**src/design/cll_pkg.sv**
```systemverilog
// shared constants, types and helpers for the cursor linked list engine
`default_nettype none
package cll_pkg;

    localparam int NODE_SLOTS = 64;
    localparam int DATA_WIDTH = 16;
    localparam int SLOT_W     = $clog2(NODE_SLOTS);
    localparam int POS_W      = 6;
    localparam int CNT_W      = 6;

    localparam logic [SLOT_W-1:0] FREE_HEAD = '0;
    localparam logic [SLOT_W-1:0] LIST_HEAD = SLOT_W'(NODE_SLOTS - 1);

    localparam logic [1:0] MODE_INSERT = 2'd0;
    localparam logic [1:0] MODE_DELETE = 2'd1;
    localparam logic [1:0] MODE_READ   = 2'd2;

    localparam logic [1:0] STAT_DONE  = 2'd0;
    localparam logic [1:0] STAT_RANGE = 2'd1;
    localparam logic [1:0] STAT_FULL  = 2'd2;

    typedef struct packed {
        logic              en;
        logic [SLOT_W-1:0] addr;
        logic [SLOT_W-1:0] data;
    } link_wr_t;

    // link held by a slot right after reset: free chain in order, both chains end in 0
    function automatic logic [SLOT_W-1:0] reset_link(input logic [SLOT_W-1:0] slot);
        logic [SLOT_W-1:0] nxt;
        nxt = slot + SLOT_W'(1);
        return (slot < SLOT_W'(NODE_SLOTS - 2)) ? nxt : '0;
    endfunction

endpackage
`default_nettype wire

```
**src/design/cll_link_store.sv**
```systemverilog
// link memory with per-slot written flags so unwritten slots read their reset link
`default_nettype none
module cll_link_store (
    input  wire logic                       aclk,
    input  wire logic                       aresetn,
    input  wire cll_pkg::link_wr_t          wr,
    input  wire logic [cll_pkg::SLOT_W-1:0] rd_addr,
    output logic      [cll_pkg::SLOT_W-1:0] rd_data
);
    import cll_pkg::*;

    logic [SLOT_W-1:0]     link_mem [NODE_SLOTS];
    logic [NODE_SLOTS-1:0] written_reg;
    logic [SLOT_W-1:0]     rdata_reg;
    logic [SLOT_W-1:0]     raddr_reg;
    logic                  rwritten_reg;

    always_ff @(posedge aclk) begin
        if (wr.en) begin
            link_mem[wr.addr] <= wr.data;
        end
        rdata_reg    <= link_mem[rd_addr];
        raddr_reg    <= rd_addr;
        rwritten_reg <= written_reg[rd_addr];
    end

    always_ff @(posedge aclk) begin
        if (!aresetn) begin
            written_reg <= '0;
        end else if (wr.en) begin
            written_reg[wr.addr] <= 1'b1;
        end
    end

    assign rd_data = rwritten_reg ? rdata_reg : reset_link(raddr_reg);

endmodule
`default_nettype wire

```
**src/design/cursor_linked_list_engine_unit.sv**
```systemverilog
// top level of the cursor linked list engine: request sequencer and node value store
//
//  channel | ports                                  | direction
//  --------+----------------------------------------+----------
//  request | s_valid s_ready s_mode s_position s_value | in
//  answer  | m_valid m_ready m_status m_read_value     | out
//          | m_list_length                           |
//
// one request at a time; the walk follows one link per cycle through the link memory
// insert takes a slot off the free chain, delete hands its victim back to it, read
// fetches the node value; a rejected request or full store goes to the answer directly
// reset is synchronous; the link memory needs no clearing pass, written flags cover it
// a new word is taken while the previous answer still waits on m_ready
`default_nettype none
module cursor_linked_list_engine_unit (
    input  wire logic                           aclk,
    input  wire logic                           aresetn,
    input  wire logic                           s_valid,
    output logic                                s_ready,
    input  wire logic [1:0]                     s_mode,
    input  wire logic [cll_pkg::POS_W-1:0]      s_position,
    input  wire logic [cll_pkg::DATA_WIDTH-1:0] s_value,
    output logic                                m_valid,
    input  wire logic                           m_ready,
    output logic      [1:0]                     m_status,
    output logic      [cll_pkg::DATA_WIDTH-1:0] m_read_value,
    output logic      [cll_pkg::CNT_W-1:0]      m_list_length
);
    import cll_pkg::*;

    typedef enum logic [3:0] {
        ST_IDLE,
        ST_INS_FREE,
        ST_INS_FREE2,
        ST_WALK,
        ST_INS_LINK,
        ST_DEL_A,
        ST_DEL_B,
        ST_DEL_C,
        ST_RD_WAIT,
        ST_RESP
    } state_t;

    state_t                state_reg, state_next;
    logic [1:0]            mode_reg, mode_next;
    logic [DATA_WIDTH-1:0] val_reg, val_next;
    logic [SLOT_W-1:0]     cur_reg, cur_next;
    logic [POS_W-1:0]      steps_reg, steps_next;
    logic [SLOT_W-1:0]     slot_reg, slot_next;
    logic [SLOT_W-1:0]     victim_reg, victim_next;
    logic [CNT_W-1:0]      count_reg, count_next;
    logic [1:0]            res_status_reg, res_status_next;
    logic [DATA_WIDTH-1:0] res_rd_reg, res_rd_next;
    logic                  m_valid_reg, m_valid_next;
    logic [1:0]            m_status_reg, m_status_next;
    logic [DATA_WIDTH-1:0] m_rd_reg, m_rd_next;
    logic [CNT_W-1:0]      m_len_reg, m_len_next;

    link_wr_t              link_wr;
    logic [SLOT_W-1:0]     link_raddr;
    logic [SLOT_W-1:0]     link_rd;

    logic [DATA_WIDTH-1:0] val_mem [NODE_SLOTS];
    logic [DATA_WIDTH-1:0] val_q_reg;
    logic                  val_we;

    logic [POS_W:0]        pos_ext;
    logic [POS_W:0]        cnt_ext;
    logic                  pos_nonzero;
    logic                  ins_ok;
    logic                  acc_ok;

    cll_link_store u_links (
        .aclk    (aclk),
        .aresetn (aresetn),
        .wr      (link_wr),
        .rd_addr (link_raddr),
        .rd_data (link_rd)
    );

    // node values: written once per insert, read at the walk's end for a read
    always_ff @(posedge aclk) begin
        if (val_we) begin
            val_mem[slot_reg] <= val_reg;
        end
        val_q_reg <= val_mem[cur_reg];
    end

    assign pos_ext     = {1'b0, s_position};
    assign cnt_ext     = (POS_W + 1)'(count_reg);
    assign pos_nonzero = (s_position != '0);
    assign ins_ok      = pos_nonzero && (pos_ext <= cnt_ext + (POS_W + 1)'(1));
    assign acc_ok      = pos_nonzero && (pos_ext <= cnt_ext);

    assign s_ready = (state_reg == ST_IDLE);

    always_comb begin
        state_next      = state_reg;
        mode_next       = mode_reg;
        val_next        = val_reg;
        cur_next        = cur_reg;
        steps_next      = steps_reg;
        slot_next       = slot_reg;
        victim_next     = victim_reg;
        count_next      = count_reg;
        res_status_next = res_status_reg;
        res_rd_next     = res_rd_reg;
        m_valid_next    = m_valid_reg && !m_ready;
        m_status_next   = m_status_reg;
        m_rd_next       = m_rd_reg;
        m_len_next      = m_len_reg;
        link_wr         = '0;
        link_raddr      = cur_reg;
        val_we          = 1'b0;

        case (state_reg)
            ST_IDLE: begin
                if (s_valid) begin
                    mode_next       = s_mode;
                    val_next        = s_value;
                    res_rd_next     = '0;
                    res_status_next = STAT_RANGE;
                    cur_next        = LIST_HEAD;
                    state_next      = ST_RESP;
                    case (s_mode)
                        MODE_INSERT: begin
                            if (ins_ok) begin
                                link_raddr = FREE_HEAD;
                                steps_next = s_position - POS_W'(1);
                                state_next = ST_INS_FREE;
                            end
                        end
                        MODE_DELETE: begin
                            if (acc_ok) begin
                                link_raddr = LIST_HEAD;
                                steps_next = s_position - POS_W'(1);
                                state_next = ST_WALK;
                            end
                        end
                        MODE_READ: begin
                            if (acc_ok) begin
                                link_raddr = LIST_HEAD;
                                steps_next = s_position;
                                state_next = ST_WALK;
                            end
                        end
                        default: begin
                            state_next = ST_RESP;
                        end
                    endcase
                end
            end
            ST_INS_FREE: begin
                // link_rd is the head of the free chain
                if (link_rd == FREE_HEAD) begin
                    res_status_next = STAT_FULL;
                    state_next      = ST_RESP;
                end else begin
                    slot_next  = link_rd;
                    link_raddr = link_rd;
                    state_next = ST_INS_FREE2;
                end
            end
            ST_INS_FREE2: begin
                // unhook the slot from the free chain and fill it
                link_wr    = '{en: 1'b1, addr: FREE_HEAD, data: link_rd};
                val_we     = 1'b1;
                link_raddr = LIST_HEAD;
                cur_next   = LIST_HEAD;
                state_next = ST_WALK;
            end
            ST_WALK: begin
                if (steps_reg == '0) begin
                    // cur_reg is the target, link_rd its successor
                    case (mode_reg)
                        MODE_INSERT: begin
                            link_wr    = '{en: 1'b1, addr: slot_reg, data: link_rd};
                            state_next = ST_INS_LINK;
                        end
                        MODE_DELETE: begin
                            if (link_rd == FREE_HEAD) begin
                                state_next = ST_RESP;
                            end else begin
                                victim_next = link_rd;
                                link_raddr  = link_rd;
                                state_next  = ST_DEL_A;
                            end
                        end
                        default: begin
                            state_next = ST_RD_WAIT;
                        end
                    endcase
                end else begin
                    cur_next   = link_rd;
                    link_raddr = link_rd;
                    steps_next = steps_reg - POS_W'(1);
                end
            end
            ST_INS_LINK: begin
                link_wr         = '{en: 1'b1, addr: cur_reg, data: slot_reg};
                count_next      = count_reg + CNT_W'(1);
                res_status_next = STAT_DONE;
                state_next      = ST_RESP;
            end
            ST_DEL_A: begin
                // bypass the victim, then fetch the free head
                link_wr    = '{en: 1'b1, addr: cur_reg, data: link_rd};
                link_raddr = FREE_HEAD;
                state_next = ST_DEL_B;
            end
            ST_DEL_B: begin
                link_wr    = '{en: 1'b1, addr: victim_reg, data: link_rd};
                state_next = ST_DEL_C;
            end
            ST_DEL_C: begin
                link_wr         = '{en: 1'b1, addr: FREE_HEAD, data: victim_reg};
                count_next      = count_reg - CNT_W'(1);
                res_status_next = STAT_DONE;
                state_next      = ST_RESP;
            end
            ST_RD_WAIT: begin
                res_rd_next     = val_q_reg;
                res_status_next = STAT_DONE;
                state_next      = ST_RESP;
            end
            ST_RESP: begin
                if (!m_valid_reg || m_ready) begin
                    m_valid_next  = 1'b1;
                    m_status_next = res_status_reg;
                    m_rd_next     = res_rd_reg;
                    m_len_next    = count_reg;
                    state_next    = ST_IDLE;
                end
            end
            default: begin
                state_next = ST_IDLE;
            end
        endcase
    end

    always_ff @(posedge aclk) begin
        if (!aresetn) begin
            state_reg   <= ST_IDLE;
            count_reg   <= '0;
            m_valid_reg <= 1'b0;
        end else begin
            state_reg   <= state_next;
            count_reg   <= count_next;
            m_valid_reg <= m_valid_next;
        end
        mode_reg       <= mode_next;
        val_reg        <= val_next;
        cur_reg        <= cur_next;
        steps_reg      <= steps_next;
        slot_reg       <= slot_next;
        victim_reg     <= victim_next;
        res_status_reg <= res_status_next;
        res_rd_reg     <= res_rd_next;
        m_status_reg   <= m_status_next;
        m_rd_reg       <= m_rd_next;
        m_len_reg      <= m_len_next;
    end

    assign m_valid       = m_valid_reg;
    assign m_status      = m_status_reg;
    assign m_read_value  = m_rd_reg;
    assign m_list_length = m_len_reg;

    // no link is rewritten while the walk is following the chain
    assert property (@(posedge aclk) disable iff (!aresetn)
        (state_reg == ST_WALK && steps_reg != '0) |-> !link_wr.en)
        else $error("link write during walk");

    // the list never outgrows the store
    assert property (@(posedge aclk) disable iff (!aresetn)
        count_reg <= CNT_W'(NODE_SLOTS - 2))
        else $error("entry count beyond capacity");

    // one request changes the length by at most one
    assert property (@(posedge aclk) disable iff (!aresetn)
        1'b1 |=> (count_reg == $past(count_reg)) ||
                 (count_reg == $past(count_reg) + CNT_W'(1)) ||
                 (count_reg == $past(count_reg) - CNT_W'(1)))
        else $error("entry count jumped");

    // the sequencer is busy right after taking a word
    assert property (@(posedge aclk) disable iff (!aresetn)
        (s_valid && s_ready) |=> !s_ready)
        else $error("second word taken while busy");

endmodule
`default_nettype wire
```
**config.mk**
```make
export PLATFORM = sky130hd
export DESIGN_NAME = cursor_linked_list_engine_unit
export DESIGN_NICKNAME = d
export VERILOG_FILES = /design/src/design/cll_pkg.sv /design/src/design/cll_link_store.sv /design/src/design/cursor_linked_list_engine_unit.sv
export SDC_FILE = /design/constraint.sdc
export NUM_CORES = 2
export LEC_CHECK = 0
export BUFFER_PORTS_ARGS = -buffer_cell sky130_fd_sc_hd__buf_2
export CORE_ASPECT_RATIO = 0.5
export CORE_MARGIN = 1.5
export CORE_UTILIZATION = 33
export CTS_CLUSTER_DIAMETER = 50
export DETAILED_ROUTE_END_ITERATION = 7
export PLACE_DENSITY_LB_ADDON = 0.15
export SYNTH_ARGS = -nofsm -noshare
export SYNTH_HDL_FRONTEND = slang
export SYNTH_SLANG_ARGS = --single-unit
```
**constraint.sdc**
```tcl
create_clock -name aclk -period 7.6 [get_ports aclk]
set_input_delay 0.76 -clock aclk [delete_from_list [all_inputs] [get_ports aclk]]
set_output_delay 0.76 -clock aclk [all_outputs]
set_load 0.02 [all_outputs]
```
### After elaboration in Yosys (flattened, before gate mapping)

Memories as Yosys holds them, arrays and structs flattened. A register that Yosys moved wholly into a read port is not among the register bits.
Index checks and enable logic that the tools add are counted.

| cells by class | value |
|---|---|
| reductions and logical operators | 29 |
| multiplexer cells | 50 |
| shift-type cells | 0 |
| bitwise operators | 2 |
| magnitude comparators | 6 |
| multiply operators | 0 |
| div/mod/pow operators | 0 |
| $add $sub $neg | 6 |
| eq/ne operators | 21 |

Operators by type and width:

| operator | count |
|---|---|
| two-way mux 6 bit | 15 |
| one-hot mux 13 bit (6 select lines) | 1 |
| OR 64 bit | 1 |
| one-hot mux 6 bit (2 select lines) | 3 |
| one-hot mux 6 bit (3 select lines) | 2 |
| one-hot mux 16 bit (2 select lines) | 1 |
| one-hot mux 4 bit (8 select lines) | 1 |
| one-hot mux 6 bit (5 select lines) | 1 |
| two-way mux 4 bit | 7 |
| two-way mux 13 bit | 2 |
| subtractor 6 x 1 -> 6 bit (second input constant) | 3 |
| == test 4 x 3 -> 1 bit (second input constant) | 4 |
| two-way mux 16 bit | 1 |
| one-hot mux 4 bit (2 select lines) | 2 |
| < comparator 6 x 7 -> 1 bit (second input constant) | 2 |
| adder 6 x 1 -> 6 bit (second input constant) | 2 |
| logical NOT 6 bit | 2 |
| inequality test 2 bit (second input constant) | 5 |
| two-way mux 1 bit | 9 |
| inequality test 3 bit (second input constant) | 3 |
| AND reduction 3 bit | 3 |
| == test 4 x 2 -> 1 bit (second input constant) | 2 |
| == test 4 bit (second input constant) | 2 |
| AND reduction 2 bit | 4 |
| 26 further kinds | 36 |

| storage, ports and cells | value |
|---|---|
| latch bits | 0 |
| bits in writable memories | 1408 |
| bits in read-only memories | 0 |
| input bits | 28 |
| output and inout port bits | 26 |
| flip-flop bits (word level) | 166 |
| logic and storage cells | 133 |
| memories kept | 2 |

Memories:

| name | depth | bits a word | read ports | clocked after memory_dff | wr ports | RTL line | RTL |
|---|---|---|---|---|---|---|---|
| val_mem | 64 | 16 | 1 | 1 | 1 | cursor_linked_list_engine_unit.sv:63 | `logic [DATA_WIDTH-1:0] val_mem [NODE_SLOTS];` |
| u_links.link_mem | 64 | 6 | 1 | 1 | 1 | cll_link_store.sv:12 | `logic [SLOT_W-1:0] link_mem [NODE_SLOTS];` |

### Logic depth before layout (Yosys ltp)

| depth | value |
|---|---|
| depth after elaboration | 11 |
| mapped depth | 21 |
| mapped depth without buffers | 18 |

### Cells and area by module

From an unflattened synthesis, not the netlist that was laid out.

| unflattened totals | value |
|---|---|
| cell total of the unflattened synthesis | 3129 |
| area total of the unflattened synthesis | 62279.7 um2 |

Modules (own cells, without submodules):

| module | sequential area each (um2) | area an instance (um2) | instances | cells each |
|---|---|---|---|---|
| cursor_linked_list_engine_unit | 33812.4 | 44478.9 | 1 | 2205 |
| cll_link_store | 13072.5 | 17800.8 | 1 | 924 |

### Worst setup path before layout

OpenSTA, ideal clock, no wires.

| timing | value |
|---|---|
| path type | register to register |
| start point | register steps_reg[0] |
| end point | memory u_links.link_mem[0][5] (netlist name) (data pin) |
| buffers on the path | 0 |
| period minus slack after synthesis | 5478 ps |
| arrival time | 4776 ps |
| library setup time | 702 ps |
| cell stages (with the launch flop) | 8 |
| slack | 2122 ps |
| required time | 6898 ps |
| cells stage by stage | edfxtp_1 inv_1 ha_1 or3b_1 or4b_4 nor3_1 a21oi_1 o21ai_0 |

RTL lines:

| what | RTL line | RTL |
|---|---|---|
| from (decl) | cursor_linked_list_engine_unit.sv:48 | `logic [POS_W-1:0] steps_reg, steps_next;` |
| from (signal assigned) | cursor_linked_list_engine_unit.sv:254 | `steps_reg <= steps_next;` |
| to (decl) | cll_link_store.sv:12 |  |

### Worst setup path in the final report

| timing | value |
|---|---|
| start point | register state_reg[0] |
| end point | register u_links.rdata_reg[4], read port of u_links.link_mem |

| on the way | value |
|---|---|
| word-level cells in the longest chain between the ends | 2 |
| elaborated cells on any way between the ends | 6 |
| classes of those cells | eq/ne (4); mux (1); reduce/logical (1) |

RTL lines:

| what | RTL line | RTL |
|---|---|---|
| from (decl) | cursor_linked_list_engine_unit.sv:44 | `state_t state_reg, state_next;` |
| from (signal assigned) | cursor_linked_list_engine_unit.sv:247 | `state_reg <= state_next;` |
| == test 4 x 3 -> 1 bit (tied with other cells) | cursor_linked_list_engine_unit.sv:116 | `case (state_reg)` |
| one-hot mux 6 bit (5 select lines) (*) | cursor_linked_list_engine_unit.sv:116 |  |
| to (decl) | cll_link_store.sv:14 | `logic [SLOT_W-1:0] rdata_reg;` |

Every way passes the cells marked *; elsewhere a longest branch is shown, timed or not.
A chain may end at the register's enable or synchronous reset.

==> flow_metrics.env <==
export IMPL_status="complete, no violations"
export IMPL_critPathLaunchType="flop"
export IMPL_port_buffers=53
export IMPL_post_route_min_period_ps=5686
export IMPL_synth_area_um2=62780
export IMPL_synth_avg_cell_area_um2=18.75
export IMPL_grt_overflow_total=0
export IMPL_fin_setup_tns_ps=0
export IMPL_drcViolationCount=0
export IMPL_largest_register_ffs=1024
export IMPL_placed_cells=5844
export IMPL_clockBufferDepth=4
export IMPL_synth_ff_type="edfxtp_1"
export IMPL_cts_clk_slew_worst_paths_ps=60
export IMPL_power_leakage_nw=23.26
export IMPL_required_ps=8250
export IMPL_clk_latency_ps=800
export IMPL_htree_levels=4
export IMPL_max_cap_violations=0
export IMPL_place_gp_congestion=0.7806
export IMPL_ys_warn_count=0
export IMPL_postCtsSetupBuffers=0
export IMPL_design_die_area_um2=193000
export IMPL_rsz0062_at_grt="no"
export IMPL_start_util=0.3343
export IMPL_via_count=31870
export IMPL_wirelength_um=168500
export IMPL_final_cell_mix="edfxtp_1 (1492), mux4_2 (336), nor2_1 (224)"
export IMPL_cts_made_buffers=166
export IMPL_clock_sinks=1596
export IMPL_syn_inst=3349
export IMPL_crit_fanout=38
export IMPL_max_freq_mhz=175.9
export IMPL_synthDistinctLibCells=75
export IMPL_grt_total_usage=0.1733
export IMPL_synth_seq_cells=1596
export IMPL_first_global_vias=32550
export IMPL_fp_coreArea_um2=187800
export IMPL_stdcell_count=6141
export IMPL_holdWs_ps=137.2
export IMPL_nNetsFinal=3557
export IMPL_worstMarginPinSlew_ps=1096
export IMPL_via_per_inst=5.190
export IMPL_place_detailed_hpwl_um=95160
export IMPL_num_rows=112
export IMPL_ys_async_sr_fraction=0
export IMPL_finalPower_mw=26.13
export IMPL_hp_class="in -> reg"
export IMPL_layout_commonest_cell="edfxtp_1"
export IMPL_grt_pass1_wl_um=240600
export IMPL_grt_max_degree=189
export IMPL_nFillCells=17140
export IMPL_io_pins=54
export IMPL_cts_tree="done"
export IMPL_wl_per_cell_um=27.43
export IMPL_antenna_found_initial=4
export IMPL_die_height_um=311.4
export IMPL_period_share=0.7481
export IMPL_p_per_area_nw_per_um2=363.8
export IMPL_synth_edf_count=1492
export IMPL_cts_root_buf="clkbuf_16"
export IMPL_criticalPathCategory="reg -> reg"
export IMPL_cts_hold_buf=0
export IMPL_synth_fp_nets=3402
export IMPL_die_w_um=619.8
export IMPL_max_vdd_ir_drop_mv=0.4595
export IMPL_syn2layout_area_growth_pct=14.43
export IMPL_drive_gt1_frac=0.2382
export IMPL_maxSlewViolCount=0
export IMPL_yosysSeqAreaShare=0.7468
export IMPL_worst_ep_arrival_time_ps=6330
export IMPL_hold_violations=0
export IMPL_fin_skew_ps=71.23
export IMPL_drt_pass1_iterations=8
export IMPL_maxSlewHeadroom=0.2695
export IMPL_ant_nets=0
export IMPL_endpoint_kind="flop"
export IMPL_setup_violations=0
export IMPL_drt_initial_drc_count=2865
export IMPL_cts_resized=0
## routing by layer
layer,vias up,share of wire,global-route usage
li1,13780,-,-
met1,17050,0.46,0.2465
met2,805,0.47,0.2793
met3,238,0.049,0.02991
met4,2,0.020,0.03689
met5,-,0.00011,0
## synth_stat cells, types with 6 or more instances
library cell	number	area (um^2)
nor3b_1	7	52.55
nand2_1	219	822.0
nand3_1	36	180.2
nor3_1	13	65.06
buf_2	17	85.08
clkbuf_1	102	382.9
inv_1	32	120.1
mux4_2	336	7567
a21o_1	6	45.04
o21ai_0	56	280.3
a21oi_1	29	145.1
buf_1	44	165.2
a211oi_1	8	60.06
buf_6	7	78.83
o221ai_1	12	105.1
a221oi_1	14	122.6
mux2_2	43	484.2
nor2_1	289	1085
a22oi_1	25	187.7
and2_1	30	187.7
a31oi_1	52	325.3
nand2b_1	13	81.33
nor2b_1	8	50.05
edfxtp_1	1492	44800
a221o_1	7	70.07
ha_1	24	300.3
xnor2_1	15	131.4
o21a_1	68	510.5
o22ai_1	23	143.9
nand3b_1	7	52.55
mux2i_1	90	900.9
or3_1	9	56.30
mux2_1	27	304.0
dfxtp_1	104	2082
## logic make-up after synthesis
logic type	after synthesis	synth area share
multiplexers	499	0.1482
XOR/XNOR	20	0.002790
AND/OR/NAND/NOR	658	0.04542
flip-flops	1596	0.7468
adder cells (fa/ha/maj)	25	0.005102
AO/OA/AOI/OAI	343	0.03793
buffers and inverters	208	0.01381
## report_power, final
part	total, mW	internal, mW	switching (mW)
clock	7.93	4.52	3.41
combinational	7.30	2.28	5.02
sequential	10.9	10.6	0.286
## worst max-delay path, stage by stage (launching register included)
cell	delay, ps
dfxtp_1	770
nand2b_1	280
a21oi_1	740
nor2_1	400
o32ai_1	540
and2_4	510
buf_4	580
mux2i_1	260
mux2_2	170
o22ai_1	130
a221oi_1	550
o22ai_1	250
a221o_1	320
## through the flow
step / area, um^2 / setup WS [ps] / util
global route: 71840 / 1406 / 0.3826
finish: 71840 / 1914 / 0.3826
detailed placement: 66630 / 1875 / 0.3549
CTS: 71840 / 1851 / 0.3826
global placement: 66630 / 2082 / 0.3549
floorplan: 62780 / 2122 / -
## path summary, 6_finish.rpt
| check | slack (ps) | to | from | depth (start not counted) |
|---|---|---|---|---|
| setup reg to reg | 1910 | u_links.rdata_reg[4] | state_reg[0] | 12 |
| hold / removal | 140 | val_reg[15] | s_value[15] | 1 |
| hold reg to reg | 420 | m_read_value[1] | res_rd_reg[1] | 0 |
| setup / recovery | 1910 | u_links.rdata_reg[4] | state_reg[0] | 12 |
## area by class of cell
cell class,count,area (um^2),share of cell area
Sequential cell,1596,46890,0.6526
Clock inverter,72,568.0,0.007907
Inverter,34,130.1,0.001811
Timing Repair Buffer,161,1139,0.01585
Antenna cell,2,5.005,0.00006966
Tap cell,2508,3138,0.04368
Clock buffer,223,4636,0.06453
Multi-Input combinational cell,1545,15340,0.2136
Note: power is estimated with default switching activity, not from simulation.
